## config.mk

```make
export PLATFORM = sky130hd
export DESIGN_NAME = wss_csr
export DESIGN_NICKNAME = d
export VERILOG_FILES = /design/src/wss_pkg.sv /design/src/wss_csr.sv
export SDC_FILE = /design/constraint.sdc
export NUM_CORES = 1
export LEC_CHECK = 0
export BUFFER_PORTS_ARGS = -buffer_cell sky130_fd_sc_hd__buf_2
export CORE_MARGIN = 1.5
export CORE_UTILIZATION = 48
export CTS_CLUSTER_SIZE = 28
export DETAILED_ROUTE_END_ITERATION = 16
export PLACE_DENSITY = 0.86
export SYNTH_ARGS = -nofsm -noshare
export SYNTH_HDL_FRONTEND = slang
export SYNTH_SLANG_ARGS = --single-unit
```

## constraint.sdc

```tcl
create_clock -name clock -period 2.02 [get_ports clock]
set_clock_uncertainty 0.2 [all_clocks]
set_input_delay 0 -clock clock [delete_from_list [all_inputs] [get_ports clock]]
set_output_delay 0 -clock clock [all_outputs]
set_load 0.05 [all_outputs]
```

## src/wss_pkg.sv

```systemverilog
// Shared types, constants and arithmetic helpers for the windowed sample statistics block.
package wss_pkg;

   localparam int          DEF_MAX_BINS     = 16;
   localparam logic [31:0] DEF_INTERVAL_US  = 32'd1000000;
   localparam logic [4:0]  DEF_BIN_COUNT    = 5'd16;
   localparam logic [19:0] US_PER_SECOND    = 20'd1000000;
   localparam logic [47:0] CNT48_MAX        = 48'hFFFF_FFFF_FFFF;
   localparam logic signed [15:0] MIN_SENTINEL = 16'sh7FFF;
   localparam logic signed [15:0] MAX_SENTINEL = 16'sh8000;
   localparam int          CSR_ADDR_W       = 4;
   localparam int          RSP_DATA_W       = 384;

   typedef enum logic [1:0] {
      OP_ADD   = 2'd0,
      OP_CALC  = 2'd1,
      OP_CLEAR = 2'd2
   } op_type;

   typedef enum logic [1:0] {
      REG_INTERVAL  = 2'd0,
      REG_BIN_COUNT = 2'd1,
      REG_ENABLE    = 2'd2
   } csr_index_type;

   typedef enum logic [1:0] {
      SEL_AVG = 2'd0,
      SEL_E2  = 2'd1,
      SEL_SR  = 2'd2,
      SEL_VR  = 2'd3
   } div_sel_type;

   typedef enum logic [3:0] {
      ST_IDLE,
      ST_CHECK,
      ST_DECIDE,
      ST_FOLD,
      ST_LOAD_LIFE,
      ST_LOAD_REC,
      ST_ACC,
      ST_CALC_GO,
      ST_DIV_AVG,
      ST_DIV_E2,
      ST_SQUARE,
      ST_SQRT_GO,
      ST_SQRT,
      ST_DIV_SR,
      ST_DIV_VR,
      ST_EMIT
   } ctrl_state_type;

   typedef enum logic [1:0] {
      DV_IDLE,
      DV_MUL,
      DV_NORM,
      DV_RUN
   } div_state_type;

   typedef struct packed {
      logic        add;
      logic        clear;
      logic        latch_t;
      logic        check;
      logic        fold;
      logic        ld_life;
      logic        ld_rec;
      logic        acc_step;
      logic        div_start;
      div_sel_type div_sel;
      logic        cap_a;
      logic        cap_e2;
      logic        cap_m2;
      logic        sqrt_start;
      logic        cap_sr;
      logic        emit_load;
      logic        emit_kind;
   } cmd_type;

   typedef struct packed {
      logic enable;
      logic fire;
      logic rec_last;
      logic div_done;
      logic sqrt_done;
      logic out_free;
   } status_type;

   function automatic logic [63:0] sat_add_s64(logic [63:0] a, logic [63:0] b);
      logic [63:0] s;
      s = a + b;
      if (a[63] == b[63] && s[63] != a[63]) begin
         s = a[63] ? 64'h8000_0000_0000_0000 : 64'h7FFF_FFFF_FFFF_FFFF;
      end
      return s;
   endfunction

   function automatic logic [63:0] sat_add_u64(logic [63:0] a, logic [63:0] b);
      logic [64:0] s;
      s = {1'b0, a} + {1'b0, b};
      return s[64] ? '1 : s[63:0];
   endfunction

   function automatic logic [47:0] sat_add_u48(logic [47:0] a, logic [47:0] b);
      logic [48:0] s;
      s = {1'b0, a} + {1'b0, b};
      return s[48] ? CNT48_MAX : s[47:0];
   endfunction

   function automatic logic [31:0] signed_mag32(logic neg, logic [63:0] mag);
      logic [63:0] m;
      if (neg) begin
         m = (mag > 64'h8000_0000) ? 64'h8000_0000 : mag;
         m = 64'd0 - m;
      end else begin
         m = (mag > 64'h7FFF_FFFF) ? 64'h7FFF_FFFF : mag;
      end
      return m[31:0];
   endfunction

   function automatic logic [63:0] signed_mag64(logic neg, logic [63:0] mag);
      logic [63:0] m;
      if (neg) begin
         m = (mag > 64'h8000_0000_0000_0000) ? 64'h8000_0000_0000_0000 : mag;
         m = 64'd0 - m;
      end else begin
         m = (mag > 64'h7FFF_FFFF_FFFF_FFFF) ? 64'h7FFF_FFFF_FFFF_FFFF : mag;
      end
      return m;
   endfunction

endpackage

```

## src/wss_csr.sv

```systemverilog
// Configuration registers behind the APB-style port, with the state clear pulse.
module wss_csr import wss_pkg::*; (
   input  logic                  clock,
   input  logic                  reset,
   input  logic                  csr_psel,
   input  logic                  csr_penable,
   input  logic                  csr_pwrite,
   input  logic [CSR_ADDR_W-1:0] csr_paddr,
   input  logic [31:0]           csr_pwdata,
   output logic [31:0]           csr_prdata,
   output logic                  csr_pready,
   output logic [31:0]           calc_interval_us,
   output logic [4:0]            bin_count,
   output logic                  enable,
   output logic                  cfg_clear
);

   logic [31:0] interval_ff;
   logic [4:0]  bins_ff;
   logic        enable_ff;
   logic        wr;
   logic [1:0]  index;

   assign wr    = csr_psel && csr_penable && csr_pwrite;
   assign index = csr_paddr[3:2];

   always_ff @(posedge clock) begin
      if (reset) begin
         interval_ff <= DEF_INTERVAL_US;
         bins_ff     <= DEF_BIN_COUNT;
         enable_ff   <= 1'b1;
      end else if (wr) begin
         unique case (index)
            REG_INTERVAL:  interval_ff <= csr_pwdata;
            REG_BIN_COUNT: bins_ff     <= csr_pwdata[4:0];
            REG_ENABLE:    enable_ff   <= csr_pwdata[0];
            default: ;
         endcase
      end
   end

   always_comb begin
      cfg_clear  = 1'b0;
      csr_prdata = '0;
      unique case (index)
         REG_INTERVAL:  csr_prdata = interval_ff;
         REG_BIN_COUNT: begin
            csr_prdata = {27'd0, bins_ff};
            cfg_clear  = wr;
         end
         REG_ENABLE: begin
            csr_prdata = {31'd0, enable_ff};
            cfg_clear  = wr && !enable_ff && csr_pwdata[0];
         end
         default: ;
      endcase
   end

   assign csr_pready       = 1'b1;
   assign calc_interval_us = interval_ff;
   assign bin_count        = bins_ff;
   assign enable           = enable_ff;

endmodule

```

-- Word-level counts from Yosys, hierarchy flattened
Index checks and enable logic that the tools add are counted.
- eq/ne operators: 2
- multiplexer cells: 2
- reduce and logical (&&, ||, !) cells: 9
- operators with widths (operator ; number):
    case mux 32 bit (3 select lines) ; 1
    AND reduction 2 bit ; 3
    logical AND 1 bit ; 4
    == test 2 x 1 -> 1 bit, second input constant ; 1
    == test 2 bit, second input constant ; 1
    logical NOT 2 bit ; 1
    case mux 1 bit (2 select lines) ; 1
    logical NOT 1 bit ; 1
- register bits after elaboration: 38
- bits of input ports: 41
- output and inout bits: 72
- logic and storage cells: 16

-- Logic depth before layout (Yosys ltp)
Gate-level depths: netlist of run 1.
- depth after elaboration: 5
- gate-level depth with buffers: 6
- mapped depth without buffers: 4

-- Worst setup path after synthesis of run 1
OpenSTA, ideal clock, no wires.
- path type: register -> output
- start point: reg enable_ff, in the netlist enable
- end point: out cfg_clear
- data arrival time: 1.499 ns
- data required time: 1.820 ns
- slack: 0.321 ns
- cell stages (with the launch flop): 3
- path buffers: 0
- cell sequence: dfxtp_1 > nand3b_1 > a21oi_1
- word-level cells in the longest chain between the ends: 4
- ends and longest elaborated chain (what ; line ; text):
    start, declared ; wss_csr.sv:20 ; logic enable_ff;
    start signal, assigned ; wss_csr.sv:36 ; REG_ENABLE: enable_ff <= csr_pwdata[0];
    logical NOT 1 bit ; wss_csr.sv:53 ; cfg_clear = wr && !enable_ff && csr_pwdata[0];
    logical AND 1 bit (2 in series) ; wss_csr.sv:53 ;
    case mux 1 bit (2 select lines) ; wss_csr.sv:45 ; unique case (index)
    end, declared ; wss_csr.sv:15 ; output logic cfg_clear
Every way passes these cells.

-- Worst setup path in the final report of run 1
- start point: in csr_pwrite
- end point: reg bins_ff[2], in the netlist bin_count[2]
- word-level cells in the longest chain between the ends: 2
- ends and longest elaborated chain (what ; line ; text):
    start, declared ; wss_csr.sv:7 ; input logic csr_pwrite,
    logical AND 1 bit ; wss_csr.sv:24 ; assign wr = csr_psel && csr_penable && csr_pwrite;
    AND reduction 2 bit (no line) ; -- ;
    end signal, assigned ; wss_csr.sv:35 ; REG_BIN_COUNT: bins_ff <= csr_pwdata[4:0];
    end, declared ; wss_csr.sv:19 ; logic [4:0] bins_ff;
Every way passes these cells.
A chain may end at the register's enable or synchronous reset.

==> results of run 1 <==
-- power by group --
part | switching (W) | internal, W
sequential | 0.00000685 | 0.000759
clock | 0.000233 | 0.000237
combinational | 0.000169 | 0.000132
-- how the worst max path moves through the flow --
stage                                   start                                 to  slack (ns)  cells past startpoint
after floorplan           enable$_SDFFE_PP1P_                          cfg_clear        0.32                      2
after global placement           csr_paddr[2]  calc_interval_us[28]$_SDFFE_PP0P_        0.48                      7
after detailed placement         csr_paddr[2]  calc_interval_us[18]$_SDFFE_PP1P_        0.42                      7
after CTS                          csr_pwrite          bin_count[2]$_SDFFE_PP0P_        0.32                      5
after global routing               csr_pwrite          bin_count[3]$_SDFFE_PP0P_        0.22                      5
final                              csr_pwrite          bin_count[2]$_SDFFE_PP0P_        0.31                      5
-- sequential cells by signal (all words and copies together), names as in the netlist --
name	flops
bin_count	5
calc_interval_us	32
enable	1
-- routing by layer --
metal	up-vias	global-route usage
li1	965	-
met3	8	0.0600
met2	63	0.406
met5	-	0
met4	0	0.0650
met1	909	0.222
-- stage by stage --
step | area, um^2 | total power, W
6_report | 2960 | 0.00154
2_1_floorplan | 2010 | 0.000958
5_1_grt | 2960 | 0.00161
4_1_cts | 2960 | 0.00156
3_3_place_gp | 2540 | 0.00103
3_5_place_dp | 2540 | 0.00103
-- worst register-to-register path, cell delays in order (launching register included) --
cell,delay (ns)
dfxtp_1,0.37
nor2_1,0.06
mux2i_1,0.16
dlygate4sd3_1,0.57
-- kinds of logic after synthesis --
logic type / count (synthesis) / synth area share
AND/OR/NAND/NOR: 109 / 0.315
multiplexers: 38 / 0.189
flip-flops: 38 / 0.378
buffers and inverters: 20 / 0.0696
adder cells (fa/ha/maj): 4 / 0.0248
other: 1 / 0.00186
AO/OA/AOI/OAI: 6 / 0.0224
-- cell type report --
| type | instances | area share |
|---|---|---|
| clock buffer | 7 | 0.0257 |
| inverter | 3 | 0.00380 |
| multi-input combinational | 158 | 0.376 |
| sequential | 38 | 0.257 |
| tap | 50 | 0.0211 |
| timing repair buffer | 148 | 0.317 |
-- placed cells by master, fill, tap and decap left out --
cell / count
nand2b_1: 54
a22oi_1: 4
a21oi_1: 1
and2_1: 27
nand4_1: 2
nand4_2: 1
dfxtp_1: 38
buf_12: 1
inv_1: 3
nor2_1: 23
dlygate4sd3_1: 35
mux2i_1: 38
a222oi_1: 1
clkbuf_1: 2
nand3b_1: 1
buf_2: 109
ha_1: 4
buf_4: 3
clkbuf_8: 5
and4_2: 1
conb_1: 1
==> flow_summary_export.csv, run 1 <==
group,metric,value,unit
clocking,root_buffer,"clkbuf_8",
floorplan,die_w,67.8,um
critical_path,rr_endpoint,"enable$_SDFFE_PP1P_",
route,drt_iter0_markers,67,
critical_path,cp_num_buf_inv,3,
floorplan,dieArea,4590,um^2
layout,stdcell_count,404,
synth,synth_edf_count,0,
power_and_ir_drop,p_leak,1.42,nW
route,wl_met2,2.65,mm
timing,setup_viol,0,
critical_path,crit_required,2.03,ns
critical_path,slowest_stage,"dlygate4sd3_1",
timing,rsz0062_at_grt,"no",
critical_path,crit_top_cell,"dlygate4sd3_1",
route,vias_per_cell,4.81,
layout,syn_to_final_growth,47.1,%
global_route,antenna_found_initial,0,
synth,ys.flop_type,"dfxtp_1",
clocking,cts_buffers,5,
power_and_ir_drop,cellPowerDensity,519,nW/um^2
route,via_count,1945,
synth,synth_fp_nets,261,
timing,finalHoldViolCount,0,
timing,fin_crit_sh,0.848,
floorplan,initial_core_util,0.500,
synth,syn_avg_cell_area,9.33,um^2
placement,dp.cells,362,
synth,synth_area,2010,um^2
floorplan,coreArea,4030,um^2
critical_path,path_cells,"dlygate4sd3_1, buf_2, nand4_2, dlygate4sd3_1, mux2i_1",
min_path,min_from,"reset",
timing,relSlewSlack,0.455,
route,top_layer_used,"met4",
floorplan,io_pins,113,
route,dr_wl_met3,284,um
clocking,clk_latency,0.27,ns
critical_path,crit_arrival,1.72,ns
placement,hpwl,3.11,mm
route,drt-wirelength-per-cell,12.3,um
global_route,grt_start_max_net_pins,66,
synth,synthCells,216,
clocking,clkSlewWorstSetupHoldPaths,0.07,ns
route,first_pass_iters,4,
route,drcViolationCount,0,
synth,synth_top_area_cell,"dfxtp_1",
critical_path,end_kind,"register",
critical_path,crit_type,"input pin to register",
layout,final.fill_count,311,
clocking,ctsLongestPathBuffers,2,
layout,multi_input_area,1110,um^2
route,wirelength,4.95,mm
critical_path,slowest_delay,0.74,ns
timing,drv_slew,0,
synth,synth.ff_latch_count,38,
synth,synth_most_common_cell,"nand2b_1",
layout,utilization,0.736,
critical_path,rr_worst_depth,3,
min_path,worstHoldPathCells,3,
critical_path,cp_top_family,"buffers and inverters",
clocking,postCtsSetupBuffers,0,
layout,layout-drive-gt1-share,0.339,
timing,fmaxAchievable,0.584,GHz
global_route,overflow,0,
min_path,min_to,"calc_interval_us[9]$_SDFFE_PP1P_",
timing,hold_ws,0.191,ns
critical_path,worst_setup_path_start_kind,"input pin",
layout,n_antenna_cell,0,
timing,tns,0,ns
timing,max_slew.worst_pin.slew,0.817,ns
clocking,cts_resized,0,
global_route,grt_pass1_wl,7.31,mm
min_path,hp-class,"input pin to register",
global_route,grt_pass1_vias,1726,
clocking,clock-sinks,38,
synth,synthTopCellsByCount,"nand2b_1, dfxtp_1, mux2i_1",
synth,async_reset_ff_frac,0,
synth,synth_seq_area_share,0.378,
timing,layout_min_cycle_time,1.71,ns
synth,ys_types,20,
route,wl_met1,1.96,mm
synth,synth_top_cells_by_area,"dfxtp_1, mux2i_1, nand2b_1",
floorplan,rows,23,
global_route,grt_usage,0.212,
clocking,cts_tree,"yes",
synth,yosysWarnings,0,
placement,gp_congestion,0.702,
placement,port_buffers,109,
layout,final_nets,399,
timing,worst_slack,0.307,ns
critical_path,reg2reg_slack,0.61,ns
power_and_ir_drop,vdd_drop_max,0.000381,V
outcome,outcome,"finished, final reports clean",
layout,regArea,761,um^2
clocking,cts_hold_buf,35,
job,max_cap_viol_count,0,
critical_path,r2r-start,"enable$_SDFFE_PP1P_",
critical_path,crit_fanout,5,
synth,yosys.area.top_type_share,0.378,
floorplan,dieHeight,67.8,um
clocking,htreeDepth,2,
route,antenna_left,0,
placement,dp_slack,0.415,ns
Note: power is estimated with default switching activity, not from simulation.
==> run 2: changes to the inputs <==
--- a/config.mk
+++ b/config.mk
@@ -5,12 +5,13 @@
 export SDC_FILE = /design/constraint.sdc
 export NUM_CORES = 1
 export LEC_CHECK = 0
+export ABC_AREA = 1
 export BUFFER_PORTS_ARGS = -buffer_cell sky130_fd_sc_hd__buf_2
 export CORE_MARGIN = 1.5
-export CORE_UTILIZATION = 48
+export CORE_UTILIZATION = 42
 export CTS_CLUSTER_SIZE = 28
 export DETAILED_ROUTE_END_ITERATION = 16
-export PLACE_DENSITY = 0.86
+export PLACE_DENSITY = 0.79
 export SYNTH_ARGS = -nofsm -noshare
 export SYNTH_HDL_FRONTEND = slang
 export SYNTH_SLANG_ARGS = --single-unit
==> constraint.sdc (replaced) <==
create_clock -name clock -period 1.6 [get_ports clock]
set_clock_uncertainty 0.2 [all_clocks]
set_input_delay 0 -clock clock [delete_from_list [all_inputs] [get_ports clock]]
set_output_delay 0 -clock clock [all_outputs]
set_load 0.05 [all_outputs]
==> flow_summary_export.csv, run 2 <==
group,metric,value,unit
outcome,outcome,"finished, final reports clean",
clocking,cts_tree,"yes",
floorplan,dieHeight,68.4,um
critical_path,cp_top_family,"buffers and inverters",
clocking,root_buffer,"clkbuf_8",
synth,synth.ff_latch_count,38,
global_route,grt_start_max_net_pins,39,
critical_path,slowest_delay,0.55,ns
layout,syn_to_final_growth,58.2,%
power_and_ir_drop,seqPwrFrac,0.448,
route,first_pass_iters,4,
synth,muxShareOfSynthArea,0,
timing,setup_viol,0,
job,max_cap_viol_count,0,
synth,synthCells,261,
floorplan,io_pins,113,
critical_path,path_cells,"buf_2, dlygate4sd3_1, inv_1, nor2_1, nand4_1, a21oi_2, buf_2",
layout,final_common_cell,"buf_2",
power_and_ir_drop,total_power,0.00219,W
route,drcViolationCount,0,
critical_path,worst_setup_path_start_kind,"input pin",
power_and_ir_drop,p_int,0.00159,W
synth,synth_fp_nets,306,
floorplan,rows,23,
route,drt_iter0_markers,115,
timing,drv_slew,0,
timing,fmaxAchievable,0.662,GHz
synth,syn_avg_cell_area,6.87,um^2
synth,synthAdderAreaFrac,0.0279,
timing,layout_min_cycle_time,1.51,ns
synth,synth_top_area_cell,"dfxtp_1",
critical_path,crit_required,1.40,ns
clocking,htreeDepth,2,
layout,largest_reg_flops,32,
power_and_ir_drop,p_leak,1.75,nW
synth,synth_most_common_cell,"nand2_1",
timing,rsz0062_at_grt,"no",
route,vias_per_cell,4.58,
route,antenna_left,0,
clocking,cts_buffers,5,
timing,fin_crit_sh,0.944,
timing,finalHoldViolCount,0,
global_route,overflow,0,
synth,synthTopCellsByCount,"nand2_1, nor2_1, dfxtp_1",
layout,final.fill_count,336,
power_and_ir_drop,vdd_drop_max,0.000487,V
timing,hold_ws,0.0268,ns
synth,synth_top_family_by_area,"simple AND/OR/NAND/NOR gates",
placement,port_buffers,109,
route,wirelength,5.43,mm
synth,synth_edf_count,0,
timing,worst_slack,0.0904,ns
placement,dp_slack,0.0931,ns
power_and_ir_drop,p_switching,0.000605,W
synth,synth_xor_area_frac,0,
global_route,antenna_found_initial,0,
floorplan,coreArea,4060,um^2
critical_path,slowest_stage,"dlygate4sd3_1",
synth,ys_types,21,
critical_path,crit_top_cell,"buf_2",
min_path,hp-class,"input pin to register",
layout,utilization,0.699,
clocking,ctsLongestPathBuffers,2,
clocking,clk_latency,0.28,ns
global_route,grt_pass1_vias,1876,
route,via_count,2085,
synth,ys.flop_type,"dfxtp_1",
critical_path,crit_type,"input pin to primary output",
synth,yosysWarnings,0,
synth,synth_seq_area_share,0.424,
critical_path,cp_num_buf_inv,4,
synth,synth_simple_gate_area_share,0.304,
synth,synth-compound-area-share,0.0997,
synth,async_reset_ff_frac,0,
critical_path,crit_arrival,1.31,ns
layout,final_nets,449,
placement,hpwl,3.41,mm
synth,yosys.area.top_type_share,0.424,
floorplan,dieArea,4670,um^2
route,drt-wirelength-per-cell,11.9,um
power_and_ir_drop,switching_share,0.276,
power_and_ir_drop,cellPowerDensity,772,nW/um^2
placement,gp_congestion,0.750,
layout,n_antenna_cell,0,
clocking,clock-sinks,38,
power_and_ir_drop,pwr-share-comb,0.190,
layout,most-common-layout-cells,"buf_2, nand2_1, nor2_1",
critical_path,crit_fanout,2,
floorplan,initial_core_util,0.442,
synth,synth_area,1790,um^2
clocking,clkSlewWorstSetupHoldPaths,0.07,ns
global_route,grt_pass1_wl,8.20,mm
global_route,grt_usage,0.233,
critical_path,end_kind,"primary output",
layout,layout-drive-gt1-share,0.346,
synth,synth_top_cells_by_area,"dfxtp_1, nand2_1, nor2_1",
timing,tns,0,ns
power_and_ir_drop,clkPwrFrac,0.361,
floorplan,die_w,68.4,um
==> run 2: cell types whose count changed after synthesis, moves of 12 or more <==
| cell | delta |
|---|---|
| inv_1 | +32 |
| nand2b_1 | -54 |
| o21ai_1 | +12 |
| o21ai_0 | +17 |
| nor2_1 | +29 |
| and2_1 | -27 |
| mux2i_1 | -38 |
| nand2_1 | +57 |
==> run 2: worst register-to-register path: cells and delay by family (launching register included) <==
family | cells | cell delay, ns
flops | 1 | 0.33
compound gates | 1 | 0.19
simple gates | 1 | 0.06
==> run 2: cell families after synthesis <==
kind of cell | after synthesis
simple gates | 130
fa+ha+maj | 4
flops | 38
buf+inv | 53
compound gates | 35
other cells | 1
==> run 2: power groups by stage <==
stage	Clock (W)	Combinational, W	Sequential, W
after detailed placement	0	0.000345	0.00100
after global placement	0	0.000339	0.00100
after global routing	0.000850	0.000446	0.000984
after floorplan	0	0.000165	0.00107
final	0.000792	0.000416	0.000982
after CTS	0.000802	0.000413	0.000981
==> run 2: through the flow <==
stage / std cells / instance area (um^2)
4_1_cts: 455 / 2840
5_1_grt: 455 / 2840
3_3_place_gp: 411 / 2370
3_5_place_dp: 411 / 2370
2_1_floorplan: 261 / 1810
6_report: 455 / 2840
==> run 2: final cells by class <==
cell class,count,area (um^2),area share
clock buffer,7,76.3,0.0269
clock inverter,1,30.0,0.0106
inverter,38,145,0.0511
multi-input combinational,170,797,0.281
sequential,38,761,0.268
tap,50,62.6,0.0220
timing repair buffer,151,966,0.340
==> run 2: repair_timing <==
item,4_1_cts,5_1_grt
setup buffers,0,0
gates resized for setup,0,1
hold endpoints to repair,38,0
hold buffers,36,0
setup endpoints to repair,0,1
==> run 2: worst paths after layout <==
kind	startpoint	endpoint	slack, ns	cells past startpoint
hold reg to reg	calc_interval_us[14]$_SDFFE_PP1P_	calc_interval_us[14]$_SDFFE_PP1P_	0.29	2
setup reg to reg	calc_interval_us[3]$_SDFFE_PP0P_	calc_interval_us[3]$_SDFFE_PP0P_	0.72	2
hold / removal	csr_paddr[3]	enable$_SDFFE_PP1P_	0.03	4
setup / recovery	csr_pwrite	cfg_clear	0.09	7
==> run 2: routing by layer <==
layer  wire length (um)  vias up  track usage  part of all wire
met4                 81        0        0.108             0.015
li1                   -     1071            -                 -
met5                  0        -            0                 0
met1               2280      926        0.266              0.42
met3                288       11       0.0477             0.053
met2               2770       77        0.414              0.51
