[config.mk]
export PLATFORM = sky130hd
export DESIGN_NAME = wss_ctrl
export DESIGN_NICKNAME = d
export VERILOG_FILES = /design/src/wss_pkg.sv /design/src/wss_ctrl.sv
export SDC_FILE = /design/constraint.sdc
export NUM_CORES = 1
export LEC_CHECK = 0
export BUFFER_PORTS_ARGS = -buffer_cell sky130_fd_sc_hd__buf_4
export CAP_MARGIN = 20
export CELL_PAD_IN_SITES_DETAIL_PLACEMENT = 1
export CELL_PAD_IN_SITES_GLOBAL_PLACEMENT = 1
export CORE_MARGIN = 4
export CORE_UTILIZATION = 34
export CTS_BUF_LIST = sky130_fd_sc_hd__clkbuf_4
export DETAILED_ROUTE_END_ITERATION = 6
export PLACE_DENSITY_LB_ADDON = 0.1
export SLEW_MARGIN = 15
export SYNTH_ARGS = -nofsm -noshare
export SYNTH_HDL_FRONTEND = slang
export SYNTH_SLANG_ARGS = --single-unit
[constraint.sdc]
create_clock -name clock -period 4 [get_ports clock]
set_input_delay 0.4 -clock clock [delete_from_list [all_inputs] [get_ports clock]]
set_output_delay 0.4 -clock clock [all_outputs]
set_load 0.02 [all_outputs]
[src/wss_pkg.sv]
// Shared types, constants and arithmetic helpers for the windowed sample statistics block.
package wss_pkg;

   localparam int          DEF_MAX_BINS     = 16;
   localparam logic [31:0] DEF_INTERVAL_US  = 32'd1000000;
   localparam logic [4:0]  DEF_BIN_COUNT    = 5'd16;
   localparam logic [19:0] US_PER_SECOND    = 20'd1000000;
   localparam logic [47:0] CNT48_MAX        = 48'hFFFF_FFFF_FFFF;
   localparam logic signed [15:0] MIN_SENTINEL = 16'sh7FFF;
   localparam logic signed [15:0] MAX_SENTINEL = 16'sh8000;
   localparam int          CSR_ADDR_W       = 4;
   localparam int          RSP_DATA_W       = 384;

   typedef enum logic [1:0] {
      OP_ADD   = 2'd0,
      OP_CALC  = 2'd1,
      OP_CLEAR = 2'd2
   } op_type;

   typedef enum logic [1:0] {
      REG_INTERVAL  = 2'd0,
      REG_BIN_COUNT = 2'd1,
      REG_ENABLE    = 2'd2
   } csr_index_type;

   typedef enum logic [1:0] {
      SEL_AVG = 2'd0,
      SEL_E2  = 2'd1,
      SEL_SR  = 2'd2,
      SEL_VR  = 2'd3
   } div_sel_type;

   typedef enum logic [3:0] {
      ST_IDLE,
      ST_CHECK,
      ST_DECIDE,
      ST_FOLD,
      ST_LOAD_LIFE,
      ST_LOAD_REC,
      ST_ACC,
      ST_CALC_GO,
      ST_DIV_AVG,
      ST_DIV_E2,
      ST_SQUARE,
      ST_SQRT_GO,
      ST_SQRT,
      ST_DIV_SR,
      ST_DIV_VR,
      ST_EMIT
   } ctrl_state_type;

   typedef enum logic [1:0] {
      DV_IDLE,
      DV_MUL,
      DV_NORM,
      DV_RUN
   } div_state_type;

   typedef struct packed {
      logic        add;
      logic        clear;
      logic        latch_t;
      logic        check;
      logic        fold;
      logic        ld_life;
      logic        ld_rec;
      logic        acc_step;
      logic        div_start;
      div_sel_type div_sel;
      logic        cap_a;
      logic        cap_e2;
      logic        cap_m2;
      logic        sqrt_start;
      logic        cap_sr;
      logic        emit_load;
      logic        emit_kind;
   } cmd_type;

   typedef struct packed {
      logic enable;
      logic fire;
      logic rec_last;
      logic div_done;
      logic sqrt_done;
      logic out_free;
   } status_type;

   function automatic logic [63:0] sat_add_s64(logic [63:0] a, logic [63:0] b);
      logic [63:0] s;
      s = a + b;
      if (a[63] == b[63] && s[63] != a[63]) begin
         s = a[63] ? 64'h8000_0000_0000_0000 : 64'h7FFF_FFFF_FFFF_FFFF;
      end
      return s;
   endfunction

   function automatic logic [63:0] sat_add_u64(logic [63:0] a, logic [63:0] b);
      logic [64:0] s;
      s = {1'b0, a} + {1'b0, b};
      return s[64] ? '1 : s[63:0];
   endfunction

   function automatic logic [47:0] sat_add_u48(logic [47:0] a, logic [47:0] b);
      logic [48:0] s;
      s = {1'b0, a} + {1'b0, b};
      return s[48] ? CNT48_MAX : s[47:0];
   endfunction

   function automatic logic [31:0] signed_mag32(logic neg, logic [63:0] mag);
      logic [63:0] m;
      if (neg) begin
         m = (mag > 64'h8000_0000) ? 64'h8000_0000 : mag;
         m = 64'd0 - m;
      end else begin
         m = (mag > 64'h7FFF_FFFF) ? 64'h7FFF_FFFF : mag;
      end
      return m[31:0];
   endfunction

   function automatic logic [63:0] signed_mag64(logic neg, logic [63:0] mag);
      logic [63:0] m;
      if (neg) begin
         m = (mag > 64'h8000_0000_0000_0000) ? 64'h8000_0000_0000_0000 : mag;
         m = 64'd0 - m;
      end else begin
         m = (mag > 64'h7FFF_FFFF_FFFF_FFFF) ? 64'h7FFF_FFFF_FFFF_FFFF : mag;
      end
      return m;
   endfunction

endpackage

[src/wss_ctrl.sv]
// Controller: sequences sample updates, calculation fold, bin sweep and result arithmetic.
module wss_ctrl import wss_pkg::*; (
   input  logic       clock,
   input  logic       reset,
   input  logic       req_tvalid,
   output logic       req_tready,
   input  logic [1:0] req_op,
   input  status_type st,
   output cmd_type    cmd
);

   ctrl_state_type state_ff, state_in;
   logic           rec_ff, rec_in;

   always_ff @(posedge clock) begin
      if (reset) begin
         state_ff <= ST_IDLE;
         rec_ff   <= 1'b0;
      end else begin
         state_ff <= state_in;
         rec_ff   <= rec_in;
      end
   end

   always_comb begin
      state_in      = state_ff;
      rec_in        = rec_ff;
      cmd           = '0;
      cmd.div_sel   = SEL_AVG;
      cmd.emit_kind = rec_ff;
      req_tready    = state_ff == ST_IDLE;
      unique case (state_ff)
         ST_IDLE: begin
            if (req_tvalid) begin
               case (req_op)
                  OP_ADD:   cmd.add = st.enable;
                  OP_CLEAR: cmd.clear = 1'b1;
                  OP_CALC: begin
                     if (st.enable) begin
                        cmd.latch_t = 1'b1;
                        state_in    = ST_CHECK;
                     end
                  end
                  default: ;
               endcase
            end
         end
         ST_CHECK: begin
            cmd.check = 1'b1;
            state_in  = ST_DECIDE;
         end
         ST_DECIDE: begin
            state_in = st.fire ? ST_FOLD : ST_IDLE;
         end
         ST_FOLD: begin
            cmd.fold = 1'b1;
            rec_in   = 1'b0;
            state_in = ST_LOAD_LIFE;
         end
         ST_LOAD_LIFE: begin
            cmd.ld_life = 1'b1;
            state_in    = ST_CALC_GO;
         end
         ST_LOAD_REC: begin
            cmd.ld_rec = 1'b1;
            rec_in     = 1'b1;
            state_in   = ST_ACC;
         end
         ST_ACC: begin
            cmd.acc_step = 1'b1;
            if (st.rec_last) state_in = ST_CALC_GO;
         end
         ST_CALC_GO: begin
            cmd.div_start = 1'b1;
            cmd.div_sel   = SEL_AVG;
            state_in      = ST_DIV_AVG;
         end
         ST_DIV_AVG: begin
            if (st.div_done) begin
               cmd.cap_a     = 1'b1;
               cmd.div_start = 1'b1;
               cmd.div_sel   = SEL_E2;
               state_in      = ST_DIV_E2;
            end
         end
         ST_DIV_E2: begin
            if (st.div_done) begin
               cmd.cap_e2 = 1'b1;
               state_in   = ST_SQUARE;
            end
         end
         ST_SQUARE: begin
            cmd.cap_m2 = 1'b1;
            state_in   = ST_SQRT_GO;
         end
         ST_SQRT_GO: begin
            cmd.sqrt_start = 1'b1;
            state_in       = ST_SQRT;
         end
         ST_SQRT: begin
            if (st.sqrt_done) begin
               cmd.div_start = 1'b1;
               cmd.div_sel   = SEL_SR;
               state_in      = ST_DIV_SR;
            end
         end
         ST_DIV_SR: begin
            if (st.div_done) begin
               cmd.cap_sr    = 1'b1;
               cmd.div_start = 1'b1;
               cmd.div_sel   = SEL_VR;
               state_in      = ST_DIV_VR;
            end
         end
         ST_DIV_VR: begin
            cmd.div_sel = SEL_VR;
            if (st.div_done) state_in = ST_EMIT;
         end
         ST_EMIT: begin
            if (st.out_free) begin
               cmd.emit_load = 1'b1;
               state_in      = rec_ff ? ST_IDLE : ST_LOAD_REC;
            end
         end
         default: state_in = ST_IDLE;
      endcase
   end

endmodule

# --- Word level (Yosys, flattened, before mapping) ---
# Cells that the tools add are included.
totals:
  wordCells: 71
  regBits: 5
  input_bits: 11
classes:
  muxes: 38
  n_eq_ne: 27
  n_reduce_logical: 4
op_table:
  columns: ["cell", "count"]
  rows:
  - ["$pmux 4 s16", 1]
  - ["$mux 4", 11]
  - ["$eq 4x4->1 const B", 8]
  - ["$mux 1", 17]
  - ["$eq 4x3->1 const B", 4]
  - ["$ne 2x2->1 const B", 8]
  - ["$mux 3", 5]
  - ["$reduce_and 10->1", 1]
  - ["$eq 4x2->1 const B", 2]
  - ["$pmux 2 s4", 1]
  - ["$eq 4x1->1 const B", 1]
  - ["$logic_not 4->1", 1]
  - ["$ne 2x1->1 const B", 2]
  - ["$pmux 1 s4", 1]
  - ["$eq 2x1->1 const B", 1]
  - ["$eq 2x2->1 const B", 1]
  - ["$logic_not 2->1", 1]
  - ["$mux 2", 1]
  - ["$pmux 1 s2", 1]
  - ["$reduce_bool 2->1", 1]

# --- Logic depth before layout (Yosys ltp) ---
# Gate-level depths: netlist of run 1.
depth:
  ltp_word: 4
  depth_mapped: 5

# --- Least setup slack after synthesis of run 1 ---
# OpenSTA, ideal clock, no wires.
synth_path:
  path_kind: "reg2out"
  startpoint: "register state_ff[2]"
  endpoint: "output cmd[17] (netlist name)"
  required_ps: 3600
  arrival_ps: 1555
  stages_incl_launch_ff: 4
  path_slack_ps: 2045
  cell_sequence: "dfxtp_1 nor4_4 nand3b_1 nor3b_1"
synth_rtl:
  columns: ["element", "line_no", "rtl"]
  rows:
  - ["from (decl)", "wss_ctrl.sv:12", "ctrl_state_type state_ff, state_in;"]
  - ["from (signal assigned)", "wss_ctrl.sv:20", "state_ff <= state_in;"]
  - ["to (decl)", "wss_ctrl.sv:9", "output cmd_type cmd"]

==> flow_metrics.py, run 1 <==
metrics = {
    "detailed_routing": {
        "wl_per_cell_um": 13.1,
        "final_antenna_net_count": 0,
        "drt_iter0_drc": 5,
        "first_pass_iters": 4,
        "drt_wl_total_um": 1800,
        "drc": 0,
        "viasPerCell": 4.96,
        "vias": 684,
    },
    "cts": {
        "cts_inserted_buffers": 3,
        "clk_pin_slew_ns": 0.04,
        "cts-root-buf": "clkbuf_4",
        "cts_hold_buf": 0,
        "cts.sinks": 5,
        "cts_resized": 0,
        "post-cts-setup-buffers": 0,
        "h-tree-depth": 1,
        "cts_max_path_buffers": 2,
        "worstSkewPairLatency_ns": 0.24,
        "cts_tree": "built",
    },
    "grt": {
        "grt_use_total_pct": 15.5,
        "grt_pass1_vias": 693,
        "grt_max_degree": 23,
        "antenna_found_initial": 0,
        "grt_pass1_wl_um": 3080,
        "grt-ovfl-total": 0,
    },
    "die": {
        "core-area_um2": 1730,
        "io_pins": 30,
        "rows": 15,
        "start_util_pct": 36.0,
        "die_area_um2": 2580,
        "chipHeight_um": 50.8,
        "die_w_um": 50.8,
    },
    "sta": {
        "max_slew_margin_pct": 44.9,
        "setup_viol": 0,
        "setup_tns_ns": 0,
        "period_needed_ns": 2.22,
        "finClkSkew_ns": 0.00315,
        "hold_viol": 0,
        "fin_crit_sh_pct": 55.6,
        "worst_slew_pin_slew_ns": 0.825,
        "rsz0062_at_grt": "false",
        "slew_viol_final": 0,
        "max_freq_mhz": 450,
    },
    "worst_setup_path": {
        "slowest_stage": "dfxtp_1",
        "critPathKind": "flop to primary output",
        "cpMostUsedCell": "a21o_1",
        "cp.required_ns": 3.60,
        "crit_path_start_kind": "flop",
        "worstSetupEndpointType": "primary output",
        "arrival_ns": 1.82,
        "worstPathCellList": "nand2_1 -> a21o_1 -> mux2i_1 -> a21o_1 -> buf_4",
        "critPathMaxFanout": 22,
        "rr_endpoint": "state_ff[3]",
        "r2r_cells": 4,
        "reg2reg_slack_ns": 2.11,
        "crit_path_max_incr_delay_ns": 0.85,
        "r2r_start": "state_ff[0]",
    },
    "finish": {
        "num-nets-final": 125,
        "final_cell_mix": "29 x buf_4, 16 x nor2_1, 7 x nand2_1",
        "final_common_cell": "buf_4",
        "drive_gt1_share_pct": 33.6,
        "fillers": 236,
        "antenna_cells": 0,
        "area_delta_synth_final_pct": 36.4,
        "utilization_pct": 49.1,
    },
    "synth": {
        "synthesis.area_um2": 622,
        "synth_seq_cells": 5,
        "ys_types": 34,
        "synthArstFlopShare_pct": 0,
        "yosysSeqAreaShare_pct": 16.1,
        "yosys_most_used_dff": "dfxtp_1",
        "syn-mean-instance-area_um2": 7.07,
        "synth_nets": 99,
        "synth_cells": 88,
        "synth_edf_count": 0,
        "ys_warn_count": 0,
    },
    "place": {
        "port_buffers": 29,
        "gp_congestion": 0.750,
        "dpl.hpwl_um": 1380,
    },
    "min_path": {
        "hold_class": "input pin to flop",
        "hold_depth": 2,
        "min_from": "reset",
        "hold_end": "rec_ff",
    },
    "power_and_ir_drop": {
        "peakVddDrop_mv": 0.302,
        "p_leak_nw": 0.385,
        "total_power_mw": 0.326,
        "power_density_nw_per_um2": 384,
    },
    "flow_run": {
        "max_cap_violations": 0,
    },
    "status": {
        "status": "complete, no violations",
    },
}
[per-stage QoR]
| stage | area, um2 | instances | setup slack, ns | hold slack [ns] |
|---|---|---|---|---|
| final | 848 | 138 | 1.78 | 0.367 |
| after global placement | 818 | 134 | 2.06 | 0.606 |
| after detailed placement | 818 | 134 | 2.02 | 0.615 |
| after CTS | 848 | 138 | 1.76 | 0.360 |
| after floorplan | 622 | 88 | 2.04 | 0.472 |
| after global routing | 848 | 138 | 1.59 | 0.364 |
[synthesized netlist by cell type, types with 2 or more instances]
library cell | number | area share (%)
nor3_1 | 6 | 4.8
nand2b_1 | 4 | 4.0
dfxtp_1 | 5 | 16
inv_1 | 5 | 3.0
nor3b_1 | 3 | 3.6
buf_2 | 3 | 2.4
nand2_1 | 7 | 4.2
nand3_1 | 2 | 1.6
a21o_1 | 2 | 2.4
nand4_1 | 2 | 2.0
buf_4 | 5 | 6.0
o21ai_0 | 2 | 1.6
nand3b_1 | 3 | 3.6
a21oi_1 | 2 | 1.6
mux2i_1 | 3 | 4.8
nor2_1 | 16 | 9.7
[critical path: cells and delay by family (launching register included)]
family                 cells  cell delay (ns)
AND/OR/NAND/NOR            1             0.16
flip-flops                 1             0.85
AO/OA/AOI/OAI              2             0.33
multiplexers               1             0.11
buffers and inverters      1             0.13
[sequential cells by signal, indices dropped and copies added (netlist names)]
signal	cells
state_ff	4
rec_ff	1
[where the power goes]
part           leakage, nW  total [mW]  switching (mW)  internal, mW
clock network       0.0184      0.0633          0.0189        0.0444
registers           0.0405       0.102          0.0447        0.0571
logic                0.326       0.161          0.0794        0.0813
[how the worst max path moves through the flow]
stage,start,endpoint,slack (ns)
after floorplan,state_ff[2],cmd[17],2.04
after global placement,state_ff[0],cmd[9],2.06
after detailed placement,state_ff[0],cmd[9],2.02
after CTS,state_ff[0],cmd[9],1.76
after global routing,state_ff[0],cmd[9],1.59
final,state_ff[0],cmd[9],1.78
[logic make-up after synthesis]
group / after synthesis / share of synthesized area, %
DFF: 5 / 16.1
and+or+nand+nor: 47 / 41.7
muxes: 4 / 6.64
buffers and inverters: 14 / 12.1
xor gates and xnor gates: 2 / 2.82
AOI/OAI and AO/OA: 16 / 20.7
[area by class of cell]
cell class | instances | area, um2 | share of cell area, %
flip-flops and latches | 5 | 100 | 11.8
well taps | 25 | 31.3 | 3.69
clock buffers | 4 | 30.0 | 3.54
multi-input cells | 69 | 447 | 52.7
inverters | 6 | 22.5 | 2.65
repair buffers | 29 | 218 | 25.7
[metal layers]
metal	GRT usage [%]	routed length [um]
met3	2.97	61
met2	27.6	964
met4	6.73	0
met1	17.7	778
met5	0	0
(Power assumes the default switching activity.)
==> inputs of run 2 (changes only) <==
--- a/config.mk
+++ b/config.mk
@@ -5,12 +5,13 @@
 export SDC_FILE = /design/constraint.sdc
 export NUM_CORES = 1
 export LEC_CHECK = 0
+export ABC_AREA = 1
 export BUFFER_PORTS_ARGS = -buffer_cell sky130_fd_sc_hd__buf_4
 export CAP_MARGIN = 20
 export CELL_PAD_IN_SITES_DETAIL_PLACEMENT = 1
 export CELL_PAD_IN_SITES_GLOBAL_PLACEMENT = 1
 export CORE_MARGIN = 4
-export CORE_UTILIZATION = 34
+export CORE_UTILIZATION = 30
 export CTS_BUF_LIST = sky130_fd_sc_hd__clkbuf_4
 export DETAILED_ROUTE_END_ITERATION = 6
 export PLACE_DENSITY_LB_ADDON = 0.1
==> constraint.sdc (replaced) <==
create_clock -name clock -period 2.1 [get_ports clock]
set_input_delay 0.21 -clock clock [delete_from_list [all_inputs] [get_ports clock]]
set_output_delay 0.21 -clock clock [all_outputs]
set_load 0.02 [all_outputs]
==> run 2 against run 1 <==
Via count up 12%. Sequential share of layout area down 0.19 points. Register-to-register slack worse by 1.4 ns. Clock power up 99%. Routed wire length up 3.2%. First-iteration DRC count unchanged. Worst hold slack worse by 0.21 ns. Count of clock-buffer cells in the layout unchanged. Area after synthesis down 1.4%.
==> flow_metrics.py, run 2 <==
metrics = {
    "status": {
        "status": "complete, no violations",
    },
    "place": {
        "dp_cells": 159,
        "dpl.hpwl_um": 1640,
        "gp_congestion": 0.810,
        "preCtsSetupSlack_ns": 0.434,
        "placed_cell_area_um2": 842,
        "port_buffers": 29,
    },
    "synth": {
        "synth.top_cell.area_share_pct": 16.3,
        "yosys.area_share.adder_pct": 0,
        "synth_seq_cells": 5,
        "synth_top_family_by_area": "simple AND/OR/NAND/NOR gates",
        "synth.mux.area_fraction_pct": 0,
        "synth_cells": 106,
        "synthArstFlopShare_pct": 0,
        "synth_nets": 117,
        "yosys-top-cells-count": "21 x nor2_1, 16 x nand2_1, 15 x inv_1, 13 x nand3_1, 8 x nand2_2",
        "synth_area_leaders": "dfxtp_1 16%, nor2_1 13%, nand3_1 11%",
        "synth_most_common_cell": "nor2_1",
        "synthXorXnorAreaFrac_pct": 0,
        "yosys_most_used_dff": "dfxtp_1",
        "yosysSeqAreaShare_pct": 16.3,
        "ys_types": 20,
        "ys_warn_count": 0,
        "synthesis.area_um2": 613,
        "synth_edf_count": 0,
        "syn-mean-instance-area_um2": 5.78,
        "synth_top_area_cell": "dfxtp_1",
        "yosys.area_share.simple_pct": 62.7,
        "synth_compound_area_share_pct": 5.71,
    },
    "cts": {
        "cts-root-buf": "clkbuf_4",
        "cts_max_path_buffers": 2,
        "post-cts-setup-buffers": 0,
        "cts_tree": "built",
        "clk_pin_slew_ns": 0.05,
        "h-tree-depth": 1,
        "worstSkewPairLatency_ns": 0.24,
        "cts_inserted_buffers": 3,
        "cts.sinks": 5,
    },
    "detailed_routing": {
        "drc": 0,
        "drt_wl_total_um": 1860,
        "viasPerCell": 4.70,
        "first_pass_iters": 4,
        "final_antenna_net_count": 0,
        "wl_per_cell_um": 11.4,
        "drt_iter0_drc": 5,
        "vias": 766,
    },
    "sta": {
        "max_freq_mhz": 543,
        "hold_viol": 0,
        "finClkSkew_ns": 0.00733,
        "period_needed_ns": 1.84,
        "worst_slew_pin_slew_ns": 0.273,
        "setup_tns_ns": 0,
        "rsz0062_at_grt": "false",
        "fin_crit_sh_pct": 87.6,
        "worst_hold_slack_ns": 0.158,
        "setup_slack_ns": 0.260,
        "setup_viol": 0,
        "slew_viol_final": 0,
        "max_slew_margin_pct": 81.8,
    },
    "finish": {
        "area_delta_synth_final_pct": 42.4,
        "largest_register_ffs": 4,
        "final_cell_area_um2": 873,
        "reg_top3": "state_ff (4), rec_ff (1)",
        "fin_cells": 163,
        "largest-register": "state_ff",
        "num-nets-final": 148,
        "utilization_pct": 45.0,
        "drive_gt1_share_pct": 40.4,
        "final_common_cell": "buf_4",
        "final_cell_mix": "29 x buf_4, 21 x nor2_1, 16 x nand2_1",
        "antenna_cells": 0,
    },
    "grt": {
        "grt-ovfl-total": 0,
        "grt_pass1_vias": 709,
        "grt_use_total_pct": 15.4,
        "antenna_found_initial": 0,
        "grt_max_degree": 10,
        "grt_pass1_wl_um": 3250,
    },
    "die": {
        "start_util_pct": 31.6,
        "io_pins": 30,
        "die_w_um": 53.2,
        "core-area_um2": 1940,
        "rows": 16,
        "die_area_um2": 2830,
        "chipHeight_um": 53.2,
    },
    "power_and_ir_drop": {
        "total_power_mw": 0.689,
        "peakVddDrop_mv": 0.531,
        "p_leak_nw": 0.470,
        "power_density_nw_per_um2": 789,
    },
    "worst_setup_path": {
        "arrival_ns": 1.63,
        "critPathMaxFanout": 6,
        "r2r_cells": 9,
        "r2r_start": "state_ff[1]",
        "worstPathCellList": "nand2_2 -> inv_1 -> nand3_1 -> nor2_1 -> inv_2 -> o31ai_1 -> inv_2 -> nand3_1 -> buf_4",
        "worstSetupStartpoint": "state_ff[2]",
        "critPathKind": "flop to primary output",
        "crit_path_max_incr_delay_ns": 0.43,
        "cp_top_family": "simple AND/OR/NAND/NOR gates",
        "slowest_stage": "dfxtp_1",
        "endpoint": "cmd[9]",
        "worstSetupEndpointType": "primary output",
        "crit_path_start_kind": "flop",
        "crit_buf_inv": 4,
        "cp.required_ns": 1.89,
        "rr_endpoint": "state_ff[0]",
        "reg2reg_slack_ns": 0.70,
        "path_depth": 9,
    },
    "flow_run": {
        "max_cap_violations": 0,
    },
    "min_path": {
        "hold_class": "input pin to flop",
    },
}
-- run 2: changes by cell type in the layout (fill, tap and decap cells not counted), moves of 4 or more --
cell and delta:
nand3_1 +11, inv_1 +10, nand2_1 +9, nor2_1 +5
nand2_2 +8, nor3_1 -4, nand2b_1 -4
-- run 2: worst min-delay path by stage --
stage / start / end / slack (ns) / cells after the start
after floorplan: reset / state_ff[1] / 0.28 / 1
after global placement: reset / state_ff[2] / 0.42 / 2
after detailed placement: reset / state_ff[3] / 0.42 / 2
after CTS: reset / state_ff[1] / 0.16 / 2
after global routing: reset / state_ff[3] / 0.15 / 2
final: reset / state_ff[3] / 0.16 / 2
-- run 2: logic make-up (layout without fill, tap and decap cells) --
logic type,after synthesis,after routing
AOI/OAI and AO/OA,6,6
and+or+nand+nor,73,73
DFF,5,5
buffers and inverters,22,52
-- run 2: what timing repair did --
item	in CTS	in global routing
gates resized for setup	0	1
setup endpoints to repair	0	2
hold buffers	0	0
-- run 2: where the power goes --
part	leakage [nW]	internal, mW	switching, mW
combinational	0.411	0.150	0.271
clock	0.0184	0.0849	0.0416
sequential	0.0411	0.111	0.0306
total	0.470	0.346	0.343
-- run 2: final cells by class --
type | count | area (um2)
clock buffer | 4 | 30.0
fill | 286 | 1070
inverter | 19 | 71.3
multi-input combinational | 79 | 419
sequential | 5 | 101
tap | 27 | 33.8
timing repair buffer | 29 | 218
-- run 2: worst register-to-register path, delay by kind of cell, from the launching register on --
kind                   cells  cell delay, ns
buffers and inverters      1            0.10
flip-flops                 1            0.43
AND/OR/NAND/NOR            8            0.78
-- run 2: routing by layer --
layer	vias up	track usage, %	part of all wire [%]
met2	20	25.7	48
met4	0	2.55	1.1
met1	351	20.0	46
met3	4	3.94	5.3
met5	-	0	0
li1	391	-	-
